$ cat src/hdl/hsd_pkg.sv
// shared types and constants for the huffman string decoder
// no dependencies; imported by every module of the block

package hsd_pkg;

   localparam int NODE_IDX_BITS = 8;                  // node index and symbol width
   localparam int CHILD_BITS    = 9;                  // leaf flag plus index or symbol
   localparam int NODE_BITS     = 2 * CHILD_BITS;     // {child_one, child_zero}
   localparam int CHAR_BITS     = 8;                  // raw character width
   localparam int CNT_BITS      = 3;                  // bit counter inside one byte
   localparam int LEAF_BIT      = CHILD_BITS - 1;

   localparam int QUEUE_DEPTH   = 4;
   localparam int QPTR_BITS     = 2;

   localparam logic OP_LOAD = 1'b0;
   localparam logic OP_BIT  = 1'b1;

   typedef struct packed {
      logic                     op;
      logic                     stream_bit;
      logic [NODE_IDX_BITS-1:0] node_addr;
      logic [CHILD_BITS-1:0]    child_zero;
      logic [CHILD_BITS-1:0]    child_one;
   } req_type;

   typedef struct packed {
      logic [CHAR_BITS-1:0] symbol;
      logic                 last_char;
      logic                 empty_string;
   } rsp_type;

   // classified item as it travels from the front to the back
   typedef struct packed {
      logic                     is_load;
      logic                     wr_ok;
      logic                     stream_bit;
      logic [NODE_IDX_BITS-1:0] node_addr;
      logic [NODE_BITS-1:0]     node_data;
   } cmd_type;

endpackage

$ cat src/hdl/hsd_front.sv
// front end: classifies each request into a command for the queue
// depends on hsd_pkg

module hsd_front
   import hsd_pkg::*;
#(
   parameter int NODE_DEPTH = 256
)(
   input  req_type req_data,
   output cmd_type cmd
);

   always_comb begin
      cmd            = '0;
      cmd.is_load    = (req_data.op == OP_LOAD);
      cmd.stream_bit = req_data.stream_bit;
      cmd.node_addr  = req_data.node_addr;
      cmd.node_data  = {req_data.child_one, req_data.child_zero};
      // loads beyond the table are dropped
      cmd.wr_ok      = ({1'b0, req_data.node_addr} < (NODE_IDX_BITS + 1)'(NODE_DEPTH));
   end

endmodule

$ cat src/hdl/hsd_queue.sv
// small command queue between front and back
// depends on hsd_pkg

module hsd_queue
   import hsd_pkg::*;
(
   input  logic    clock,
   input  logic    reset,
   input  logic    push,
   input  cmd_type push_cmd,
   output logic    full,
   input  logic    pop,
   output logic    not_empty,
   output cmd_type head_cmd
);

   cmd_type                q_mem_ff [QUEUE_DEPTH];
   logic [QPTR_BITS-1:0]   wr_ptr_ff, wr_ptr_in;
   logic [QPTR_BITS-1:0]   rd_ptr_ff, rd_ptr_in;
   logic [QPTR_BITS:0]     count_ff, count_in;
   logic                   do_push, do_pop;

   assign full      = (count_ff == (QPTR_BITS + 1)'(QUEUE_DEPTH));
   assign not_empty = (count_ff != '0);
   assign head_cmd  = q_mem_ff[rd_ptr_ff];
   assign do_push   = push && !full;
   assign do_pop    = pop && not_empty;

   always_comb begin
      wr_ptr_in = do_push ? wr_ptr_ff + 1'b1 : wr_ptr_ff;
      rd_ptr_in = do_pop  ? rd_ptr_ff + 1'b1 : rd_ptr_ff;
      count_in  = count_ff;
      if (do_push && !do_pop) begin
         count_in = count_ff + 1'b1;
      end else if (do_pop && !do_push) begin
         count_in = count_ff - 1'b1;
      end
   end

   always_ff @(posedge clock) begin
      if (reset) begin
         wr_ptr_ff <= '0;
         rd_ptr_ff <= '0;
         count_ff  <= '0;
      end else begin
         wr_ptr_ff <= wr_ptr_in;
         rd_ptr_ff <= rd_ptr_in;
         count_ff  <= count_in;
      end
   end

   always_ff @(posedge clock) begin
      if (do_push) begin
         q_mem_ff[wr_ptr_ff] <= push_cmd;
      end
   end

`ifndef SYNTHESIS
   a_count_bound: assert property (@(posedge clock) disable iff (reset)
      count_ff <= (QPTR_BITS + 1)'(QUEUE_DEPTH))
      else $error("queue count beyond depth");
`endif

endmodule

$ cat src/hdl/hsd_back.sv
// back end: frame decoder, node table memory and result register
// depends on hsd_pkg

module hsd_back
   import hsd_pkg::*;
#(
   parameter int NODE_DEPTH  = 256,
   parameter int LENGTH_BITS = 8
)(
   input  logic    clock,
   input  logic    reset,
   input  logic    cmd_valid,
   input  cmd_type cmd,
   output logic    cmd_pop,
   output logic    rsp_valid,
   input  logic    rsp_stall,
   output rsp_type rsp_data
);

   localparam int AW = (NODE_DEPTH > 1) ? $clog2(NODE_DEPTH) : 1;
   localparam logic [CNT_BITS-1:0] LEN_LAST  = CNT_BITS'(LENGTH_BITS - 1);
   localparam logic [CNT_BITS-1:0] CHAR_LAST = CNT_BITS'(CHAR_BITS - 1);

   typedef enum logic [2:0] {
      PH_IDLE   = 3'b001,
      PH_LENGTH = 3'b010,
      PH_CHARS  = 3'b100
   } phase_type;

   phase_type                phase_ff, phase_in;
   logic                     huff_ff, huff_in;
   logic [CNT_BITS-1:0]      cnt_ff, cnt_in;
   logic [CHAR_BITS-1:0]     shift_ff, shift_in;
   logic [CHAR_BITS-1:0]     left_ff, left_in;
   logic [NODE_IDX_BITS-1:0] pos_ff, pos_in;
   logic                     rsp_valid_ff, rsp_valid_in;
   rsp_type                  rsp_data_ff, rsp_data_in;

   logic [NODE_BITS-1:0]     node_mem_ff [NODE_DEPTH];
   logic [NODE_BITS-1:0]     node_q_ff;   // entry of the node at pos_ff

   logic [CHILD_BITS-1:0]    child;
   logic [CHAR_BITS-1:0]     shift_set;
   logic                     emit;
   logic [CHAR_BITS-1:0]     emit_sym;
   logic                     res_hit;
   rsp_type                  res;
   logic                     wr_en;
   logic                     rd_ok;
   logic                     wr_hit;

   assign cmd_pop = cmd_valid && (!rsp_valid_ff || !rsp_stall);

   always_comb begin
      phase_in  = phase_ff;
      huff_in   = huff_ff;
      cnt_in    = cnt_ff;
      shift_in  = shift_ff;
      left_in   = left_ff;
      pos_in    = pos_ff;
      emit      = 1'b0;
      emit_sym  = '0;
      res_hit   = 1'b0;
      res       = '0;
      wr_en     = 1'b0;
      child     = cmd.stream_bit ? node_q_ff[NODE_BITS-1:CHILD_BITS]
                                 : node_q_ff[CHILD_BITS-1:0];
      shift_set = shift_ff | (CHAR_BITS'(cmd.stream_bit) << cnt_ff);

      if (cmd_pop) begin
         if (cmd.is_load) begin
            wr_en = cmd.wr_ok;
         end else begin
            unique case (phase_ff)
               PH_IDLE: begin
                  huff_in  = cmd.stream_bit;
                  cnt_in   = '0;
                  shift_in = '0;
                  pos_in   = '0;
                  phase_in = PH_LENGTH;
               end
               PH_LENGTH: begin
                  shift_in = shift_set;
                  if (cnt_ff != LEN_LAST) begin
                     cnt_in = cnt_ff + 1'b1;
                  end else begin
                     left_in  = shift_set;
                     cnt_in   = '0;
                     shift_in = '0;
                     pos_in   = '0;
                     if (shift_set == '0) begin
                        phase_in         = PH_IDLE;
                        res_hit          = 1'b1;
                        res.last_char    = 1'b1;
                        res.empty_string = 1'b1;
                     end else begin
                        phase_in = PH_CHARS;
                     end
                  end
               end
               PH_CHARS: begin
                  if (!huff_ff) begin
                     if (cnt_ff != CHAR_LAST) begin
                        shift_in = shift_set;
                        cnt_in   = cnt_ff + 1'b1;
                     end else begin
                        cnt_in   = '0;
                        shift_in = '0;
                        emit     = 1'b1;
                        emit_sym = shift_set;
                     end
                  end else if (child[LEAF_BIT]) begin
                     pos_in   = '0;
                     emit     = 1'b1;
                     emit_sym = child[CHAR_BITS-1:0];
                  end else begin
                     pos_in = child[NODE_IDX_BITS-1:0];
                  end
               end
               default: begin
                  phase_in = PH_IDLE;
               end
            endcase

            if (emit) begin
               left_in       = left_ff - 1'b1;
               res_hit       = 1'b1;
               res.symbol    = emit_sym;
               res.last_char = (left_ff == CHAR_BITS'(1));
               if (left_ff == CHAR_BITS'(1)) begin
                  phase_in = PH_IDLE;
               end
            end
         end
      end

      rsp_valid_in = rsp_valid_ff;
      rsp_data_in  = rsp_data_ff;
      if (cmd_pop) begin
         rsp_valid_in = res_hit;
         rsp_data_in  = res;
      end else if (!rsp_stall) begin
         rsp_valid_in = 1'b0;
      end
   end

   always_ff @(posedge clock) begin
      if (reset) begin
         phase_ff     <= PH_IDLE;
         huff_ff      <= 1'b0;
         cnt_ff       <= '0;
         shift_ff     <= '0;
         left_ff      <= '0;
         pos_ff       <= '0;
         rsp_valid_ff <= 1'b0;
      end else begin
         phase_ff     <= phase_in;
         huff_ff      <= huff_in;
         cnt_ff       <= cnt_in;
         shift_ff     <= shift_in;
         left_ff      <= left_in;
         pos_ff       <= pos_in;
         rsp_valid_ff <= rsp_valid_in;
      end
   end

   always_ff @(posedge clock) begin
      rsp_data_ff <= rsp_data_in;
   end

   // node table: read every cycle at the next walk position, a load to that
   // same node is forwarded so the prefetched entry never goes stale
   assign rd_ok  = ({1'b0, pos_in} < (NODE_IDX_BITS + 1)'(NODE_DEPTH));
   assign wr_hit = wr_en && (cmd.node_addr == pos_in);

   always_ff @(posedge clock) begin
      if (wr_en) begin
         node_mem_ff[cmd.node_addr[AW-1:0]] <= cmd.node_data;
      end
      if (wr_hit) begin
         node_q_ff <= cmd.node_data;
      end else if (rd_ok) begin
         node_q_ff <= node_mem_ff[pos_in[AW-1:0]];
      end else begin
         node_q_ff <= '0;
      end
   end

   assign rsp_valid = rsp_valid_ff;
   assign rsp_data  = rsp_data_ff;

`ifndef SYNTHESIS
   a_empty_shape: assert property (@(posedge clock) disable iff (reset)
      (rsp_valid_ff && rsp_data_ff.empty_string) |->
         (rsp_data_ff.last_char && (rsp_data_ff.symbol == '0)))
      else $error("empty string result malformed");

   a_chars_left: assert property (@(posedge clock) disable iff (reset)
      (phase_ff == PH_CHARS) |-> (left_ff != '0))
      else $error("character phase with no characters left");

   a_last_to_idle: assert property (@(posedge clock) disable iff (reset)
      (cmd_pop && res_hit && res.last_char) |=> (phase_ff == PH_IDLE))
      else $error("final character did not end the frame");
`endif

endmodule

$ cat src/hdl/huffman_string_decoder_top.sv
// top level of the huffman string decoder
// depends on hsd_pkg, hsd_front, hsd_queue and hsd_back

// usage
//  req channel: one transfer per item; op = 0 loads one tree node
//    {child_one, child_zero} at node_addr, op = 1 carries one stream bit
//  stream frame, lsb first: mode flag (1 huffman, 0 raw), LENGTH_BITS-bit
//    length, then the characters (8 bits raw, or a walk of the node table
//    from root node 0 until a leaf child)
//  rsp channel: one transfer per decoded character, last_char on the final
//    one; a zero length gives a single transfer with empty_string set
//  throughput: one item per cycle unless rsp stalls, set by the node table
//    prefetch that reads the next walk position every cycle with registered data
//  path: an accepted item is written into a four-entry queue, popped by the
//    back end, and its result is registered in the result register for rsp
//  rsp stall: the result register holds; the queue fills up to its four entries,
//    then req_stall rises
//  reset: clears the frame state, queue and result valid flag; the node table
//    is not cleared and must be loaded before use
module huffman_string_decoder_top
   import hsd_pkg::*;
#(
   parameter int NODE_DEPTH  = 256,
   parameter int LENGTH_BITS = 8
)(
   input  logic    clock,
   input  logic    reset,
   input  logic    req_valid,
   output logic    req_stall,
   input  req_type req_data,
   output logic    rsp_valid,
   input  logic    rsp_stall,
   output rsp_type rsp_data
);

   cmd_type front_cmd;
   cmd_type head_cmd;
   logic    q_full;
   logic    q_not_empty;
   logic    q_pop;

   // front: classify the request
   hsd_front #(
      .NODE_DEPTH (NODE_DEPTH)
   ) u_front (
      .req_data (req_data),
      .cmd      (front_cmd)
   );

   // stall only depends on the queue fill, never on req_valid
   assign req_stall = q_full;

   hsd_queue u_queue (
      .clock     (clock),
      .reset     (reset),
      .push      (req_valid),
      .push_cmd  (front_cmd),
      .full      (q_full),
      .pop       (q_pop),
      .not_empty (q_not_empty),
      .head_cmd  (head_cmd)
   );

   // back: frame decode, node table and result register
   hsd_back #(
      .NODE_DEPTH  (NODE_DEPTH),
      .LENGTH_BITS (LENGTH_BITS)
   ) u_back (
      .clock     (clock),
      .reset     (reset),
      .cmd_valid (q_not_empty),
      .cmd       (head_cmd),
      .cmd_pop   (q_pop),
      .rsp_valid (rsp_valid),
      .rsp_stall (rsp_stall),
      .rsp_data  (rsp_data)
   );

endmodule
$ cat config.mk
export PLATFORM = sky130hd
export DESIGN_NAME = huffman_string_decoder_top
export DESIGN_NICKNAME = d
export VERILOG_FILES = /design/src/hdl/hsd_pkg.sv /design/src/hdl/hsd_front.sv /design/src/hdl/hsd_queue.sv /design/src/hdl/hsd_back.sv /design/src/hdl/huffman_string_decoder_top.sv
export SDC_FILE = /design/constraint.sdc
export NUM_CORES = 2
export LEC_CHECK = 0
export BUFFER_PORTS_ARGS = -buffer_cell sky130_fd_sc_hd__buf_2
export CAP_MARGIN = 10
export CORE_MARGIN = 2
export CORE_UTILIZATION = 30
export CTS_CLUSTER_DIAMETER = 200
export DETAILED_ROUTE_END_ITERATION = 8
export PLACE_DENSITY = 0.55
export SETUP_SLACK_MARGIN = 0.02
export SLEW_MARGIN = 40
export SYNTH_ARGS = -nofsm -noshare
export SYNTH_HDL_FRONTEND = slang
export SYNTH_MEMORY_MAX_BITS = 65536
export SYNTH_SLANG_ARGS = --single-unit
$ cat constraint.sdc
create_clock -name clock -period 3.89 [get_ports clock]
set_input_delay 0.389 -clock clock [delete_from_list [all_inputs] [get_ports clock]]
set_output_delay 0.389 -clock clock [all_outputs]
set_load 0.01 [all_outputs]
# Word level (Yosys, flattened, before mapping)

Memory sizes are Yosys's and may differ from the RTL's. A register that Yosys moved wholly into a read port is not among the register bits.
Cells that the tools add are included.

Memories: 2
Bits in latches: 0
Bits in read-only memories: 0
Bits in writable memories: 4720
Register bits after elaboration: 49
Output and inout port bits: 12

Div/mod/pow operators: 0
Reductions and logical operators: 22
Shifts and indexed selects: 1
Multiply operators: 0
Order comparisons: 0
Multiplexer cells: 51
Bitwise gates (word level): 6
Add/subtract/negate cells: 6
Eq/ne operators: 9

Memories:

| memory             | words | bits a word | read ports | clocked after Yosys merged registers in | wr ports | line            | source |
|---|---|---|---|---|---|---|---|
| u_back.node_mem_ff | 256   | 18          | 1          | 1                                       | 1        | hsd_back.sv:39  | `logic [NODE_BITS-1:0] node_mem_ff [NODE_DEPTH];` |
| u_queue.q_mem_ff   | 4     | 28          | 1          | 1                                       | 1        | hsd_queue.sv:17 | `cmd_type q_mem_ff [QUEUE_DEPTH];` |

Operator list:

| cell                                                               | number |
|---|---|
| 8-bit two-way mux                                                  | 13 |
| 8-bit case mux with 3 select lines                                 | 2 |
| 3-bit two-way mux                                                  | 8 |
| 1-bit two-way mux                                                  | 20 |
| 3-bit case mux with 3 select lines                                 | 2 |
| 2-bit two-way mux                                                  | 5 |
| 9-bit two-way mux                                                  | 1 |
| 8-bit by 1-bit == test with 1-bit output, second input constant    | 1 |
| 8-bit logical NOT                                                  | 1 |
| 8-bit bitwise OR                                                   | 1 |
| 4-bit AND reduction                                                | 2 |
| 1-bit by 3-bit left shift with 8-bit output                        | 1 |
| 8-bit by 1-bit subtractor with 8-bit output, second input constant | 1 |
| 3-bit by 1-bit adder with 3-bit output, second input constant      | 2 |
| 3-bit == test, second input constant                               | 2 |
| 3-bit nonzero test                                                 | 2 |
| 3-bit OR reduction                                                 | 2 |
| 1-bit logical AND                                                  | 5 |
| 1-bit logical NOT                                                  | 5 |
| 1-bit NOT                                                          | 5 |
| 2-bit by 1-bit adder with 2-bit output, second input constant      | 2 |
| 2-bit != test, second input constant                               | 2 |
| 2-bit nonzero test                                                 | 2 |
| 3-bit by 1-bit == test with 1-bit output, second input constant    | 1 |
| other kinds (7)                                                    | 7 |

# Logic depth before layout (Yosys ltp)

Word-level depth: 9
Gate-level depth with buffers: 15

# Modules after synthesis

Synthesis repeated with hierarchy kept, for this count alone.

Cell total of the unflattened synthesis: 7505
Area total of the unflattened synthesis: 183359.6 µm²

Modules (own cells, without submodules):

| module    | cells an instance | area each (µm²) | sequential area each (µm²) | times used |
|---|---|---|---|---|
| hsd_back  | 7276              | 178479.9        | 139473.8                   | 1 |
| hsd_queue | 199               | 4662.0          | 3663.5                     | 1 |
| hsd_front | 30                | 217.7           | 0.0                        | 1 |

# Worst setup path before layout

Ideal clock, no wire load.

Kind: register to register
From: register with a tool-made name
To: memory u_back.node_mem_ff[0][10] (netlist name) (data pin)
Slack: -0.114 ns
Required time: 3.339 ns
Stages on the path, launching flop included: 5
Buffers on the path: 3
Arrival: 3.453 ns
Library setup time: 0.551 ns
Path through: dfxtp_1 buf_2 buf_2 buf_1 mux4_2

RTL lines:

| item             | line |
|---|---|
| end: declaration | hsd_back.sv:39 |

==> report_table.html <==
<table>
<tr><th>Metric</th><th>Value</th></tr>
<tr><th colspan="2">Clock tree</th></tr>
<tr><td>Clock tree from TritonCTS</td><td>yes</td></tr>
<tr><td>TritonCTS buffer count</td><td>478</td></tr>
<tr><td>Maximum buffer depth of the clock tree</td><td>4</td></tr>
<tr><td>Number of sinks driven by the clock tree</td><td>4779</td></tr>
<tr><td>CTS root buffer</td><td>sky130_fd_sc_hd__clkbuf_16</td></tr>
<tr><td>H-tree depth reported by CTS</td><td>5</td></tr>
<tr><td>Clock input transition at the sequential cells of the worst setup and hold paths</td><td>0.06 ns</td></tr>
<tr><td>Clk_lat worst skew</td><td>1.05 ns</td></tr>
<tr><th colspan="2">Floorplan</th></tr>
<tr><td>Top-level I/O count</td><td>44</td></tr>
<tr><td>Cell Rows</td><td>287</td></tr>
<tr><td>Core area</td><td>0.610 mm^2</td></tr>
<tr><td>Overall die area</td><td>0.617 mm^2</td></tr>
<tr><td>Width of the chip</td><td>786 um</td></tr>
<tr><td>Initial standard-cell utilization of the core</td><td>30.1%</td></tr>
<tr><td>Height of the chip</td><td>786 um</td></tr>
<tr><th colspan="2">Synthesis</th></tr>
<tr><td>Flip-flop and latch count after synthesis</td><td>4779</td></tr>
<tr><td>Register area share after synthesis</td><td>78.0%</td></tr>
<tr><td>Yosys synthesis warning count</td><td>0</td></tr>
<tr><td>EDFF count, synth</td><td>4730</td></tr>
<tr><td>Post-Synthesis Cell Area</td><td>0.183 mm^2</td></tr>
<tr><td>Fraction of registers with async set/reset</td><td>0%</td></tr>
<tr><td>Most instantiated flip-flop cell in the synthesis netlist</td><td>sky130_fd_sc_hd__edfxtp_1</td></tr>
<tr><td>Post-synth cell types</td><td>68</td></tr>
<tr><td>Per-instance average area after synthesis</td><td>24.0 um^2</td></tr>
<tr><td>Net count after synthesis</td><td>7676</td></tr>
<tr><td>Cell count after synthesis</td><td>7634</td></tr>
<tr><th colspan="2">Pwr</th></tr>
<tr><td>Leak Pwr</td><td>64.0 nW</td></tr>
<tr><td>Power density normalized to cell area</td><td>569 mW/mm^2</td></tr>
<tr><td>Worst vdd ir</td><td>480 uV</td></tr>
<tr><td>Tot Pwr</td><td>123 mW</td></tr>
<tr><th colspan="2">Global route</th></tr>
<tr><td>GR Overflow Total</td><td>0</td></tr>
<tr><td>Maximum number of pins on one net before global-route repair</td><td>157</td></tr>
<tr><td>Initial antenna violation count</td><td>30</td></tr>
<tr><td>All-Layer GR Usage</td><td>15.7%</td></tr>
<tr><td>Wire length of the first global-routing pass</td><td>692000 um</td></tr>
<tr><td>Via count of the first global-routing pass</td><td>88500</td></tr>
<tr><th colspan="2">Worst setup path</th></tr>
<tr><td>Startpoint type of the worst setup path</td><td>flop</td></tr>
<tr><td>Arrival time at the worst endpoint</td><td>4.60 ns</td></tr>
<tr><td>Endpoint class of the critical path</td><td>flop</td></tr>
<tr><td>Critical path class</td><td>reg -&gt; reg</td></tr>
<tr><td>Maximum fanout encountered on the critical timing path</td><td>24</td></tr>
<tr><td>Worst reg-to-reg setup slack</td><td>0.04 ns</td></tr>
<tr><td>Worst endpoint required time</td><td>4.64 ns</td></tr>
<tr><th colspan="2">Cells and area</th></tr>
<tr><td>Area grow syn2layout</td><td>17.7%</td></tr>
<tr><td># nets final</td><td>8601</td></tr>
<tr><td>Fin cells</td><td>17100</td></tr>
<tr><td>Most common cell after layout, fill and taps aside</td><td>sky130_fd_sc_hd__edfxtp_1</td></tr>
<tr><td>Layout cells sized above 1</td><td>35.3%</td></tr>
<tr><td>Fin util</td><td>35.4%</td></tr>
<tr><td>Most used cells in the layout excluding fill and tap cells</td><td>4730 x sky130_fd_sc_hd__edfxtp_1, 1405 x sky130_fd_sc_hd__mux4_2, 610 x sky130_fd_sc_hd__buf_4, 482 x sky130_fd_sc_hd__clkbuf_16, 193 x sky130_fd_sc_hd__nor2_2</td></tr>
<tr><td>Layout filler cell count</td><td>55500</td></tr>
<tr><th colspan="2">STA</th></tr>
<tr><td>Setup-violating endpoint count in the final report</td><td>0</td></tr>
<tr><td>Final-report max-slew violation count</td><td>0</td></tr>
<tr><td>Accumulated negative setup slack</td><td>0 ns</td></tr>
<tr><td>Clk_skew</td><td>0.0876 ns</td></tr>
<tr><td>Maximum clock rate</td><td>260 MHz</td></tr>
<tr><td>Part of the cycle the worst path needs</td><td>99.0%</td></tr>
<tr><td>Shortest period the worst path allows</td><td>3.85 ns</td></tr>
<tr><td>Pin slew with the least headroom to its limit</td><td>0.978 ns</td></tr>
<tr><td>Unrepaired setup endpoints after global routing</td><td>yes</td></tr>
<tr><td>Relative slew slack</td><td>34.8%</td></tr>
<tr><td>Final Hold Viols</td><td>0</td></tr>
<tr><th colspan="2">Drt</th></tr>
<tr><td>ANT nets after route</td><td>0</td></tr>
<tr><td>Post-DR vias/cell</td><td>5.08</td></tr>
<tr><td>Wire per inst</td><td>29.2 um</td></tr>
<tr><td>Total Wirelength</td><td>498000 um</td></tr>
<tr><td>DRC violations left</td><td>0</td></tr>
<tr><td>1st-iter DRT viols</td><td>10900</td></tr>
<tr><td>Length of the first detailed-routing pass in iterations</td><td>7</td></tr>
<tr><td>Via Count</td><td>86700</td></tr>
<tr><th colspan="2">Min path</th></tr>
<tr><td>Worst Hold Launch</td><td>req_data[21]</td></tr>
<tr><td>Path type of the worst min-delay path</td><td>in -&gt; reg</td></tr>
<tr><th colspan="2">Placement</th></tr>
<tr><td>Post-placement cell count</td><td>16100</td></tr>
<tr><td>Quantity of I/O buffers inserted on ports</td><td>43</td></tr>
<tr><td>Last weighted congestion value of the routability-driven placer</td><td>0.952</td></tr>
<tr><td>HPWL reported at the end of detailed placement</td><td>302000 um</td></tr>
<tr><th colspan="2">Flow run</th></tr>
<tr><td>Max-capacitance violation count</td><td>0</td></tr>
<tr><th colspan="2">Status</th></tr>
<tr><td>Status</td><td>completed</td></tr>
</table>
## critical path, cell delays in order, from the launching register on
cell                      delay (ns)
sky130_fd_sc_hd__dfxtp_4        0.39
sky130_fd_sc_hd__buf_12         0.21
sky130_fd_sc_hd__buf_12         0.26
sky130_fd_sc_hd__buf_4          0.31
sky130_fd_sc_hd__mux4_2         0.54
sky130_fd_sc_hd__mux4_2         0.57
sky130_fd_sc_hd__mux2i_2        0.44
sky130_fd_sc_hd__nand2_1        0.15
sky130_fd_sc_hd__nand3_1        0.18
sky130_fd_sc_hd__nor4_1         0.09
sky130_fd_sc_hd__a22oi_1        0.22
sky130_fd_sc_hd__nor2_1         0.08
## flip-flops by register name (all words and copies together) (netlist names), 3 cells and up, named ones only
signal              cells
u_back.node_mem_ff   4608
u_queue.q_mem_ff      112
u_back.shift_ff         8
u_back.pos_ff           8
u_back.cnt_ff           3
u_back.rsp_data        10
u_queue.count_ff        3
u_back.phase_ff         3
u_back.left_ff          8
## where the power goes
part | leakage, nW | internal, mW | switching [mW]
registers | 42.9 | 64.4 | 0.323
logic | 13.6 | 2.19 | 10.6
clock network | 7.44 | 25.5 | 19.7
total | 64.0 | 92.1 | 30.7
## per-layer routing
| layer | track usage (%) | routed length, um | up-vias |
|---|---|---|---|
| li1 | - | - | 34700 |
| met1 | 21.1 | 202000 | 47700 |
| met2 | 25.8 | 242000 | 3543 |
| met3 | 2.66 | 35700 | 777 |
| met4 | 5.29 | 18600 | 4 |
| met5 | 0 | 27 | - |
## layout make-up
cell class / count / area, um^2 / share of cell area [%]
Antenna cell: 9 / 22.5 / 0.0104
Clock buffer: 584 / 12400 / 5.75
Clock inverter: 295 / 2930 / 1.36
Inverter: 17 / 63.8 / 0.0296
Multi-Input combinational cell: 2440 / 38900 / 18.0
Sequential cell: 4779 / 143000 / 66.3
Tap cell: 8092 / 10100 / 4.69
Timing Repair Buffer: 843 / 8290 / 3.84
## cell families after synthesis
| logic type | after synthesis | share of synthesized area, % |
|---|---|---|
| XOR/XNOR | 6 | 0.0287 |
| AO/OA/AOI/OAI | 164 | 0.657 |
| flip-flops | 4779 | 78.0 |
| AND/OR/NAND/NOR | 659 | 1.58 |
| adder cells (fa/ha/maj) | 10 | 0.0724 |
| buffers and inverters | 415 | 1.19 |
| multiplexers | 1601 | 18.5 |
## Yosys cell counts (all sizes together), types with 27 or more instances
| master | instances | share of area [%] |
|---|---|---|
| edfxtp | 4730 | 77 |
| nor3 | 27 | 0.074 |
| nand4 | 28 | 0.096 |
| nor2 | 312 | 0.64 |
| a22oi | 53 | 0.22 |
| nand2 | 162 | 0.33 |
| clkbuf | 162 | 0.33 |
| mux4 | 1423 | 17 |
| mux2i | 175 | 0.96 |
| nand3 | 32 | 0.087 |
| dfxtp | 49 | 0.54 |
| buf | 236 | 0.82 |
## what timing repair did
item,4_1_cts,5_1_grt
cloned,0,2
pin swaps,0,0
hold endpoints to repair,135,0
endpoints found under the setup margin,13,18
resized for setup,8,17
setup buffers,0,5
hold buffers,32,0
## stage by stage
step	area (um^2)	hold slack [ns]	setup WS (ns)
after floorplan	183000	0.442	-0.114
after global placement	200000	0.466	-0.0668
after detailed placement	200000	0.468	-0.0620
after CTS	215000	0.0109	0.0217
after global routing	216000	0.0715	0.0175
final	216000	0.103	0.0379
## worst paths after layout
| path | to | depth (start not counted) |
|---|---|---|
| max | u_back.rsp_data[8]$_SDFFCE_PP0P_ | 11 |
| min reg2reg | flop | 1 |
| max reg2reg | u_back.rsp_data[8]$_SDFFCE_PP0P_ | 11 |
| min | u_queue.q_mem_ff[2][21]$_DFFE_PP_ | 2 |
Power figures use the tool's default switching activity.
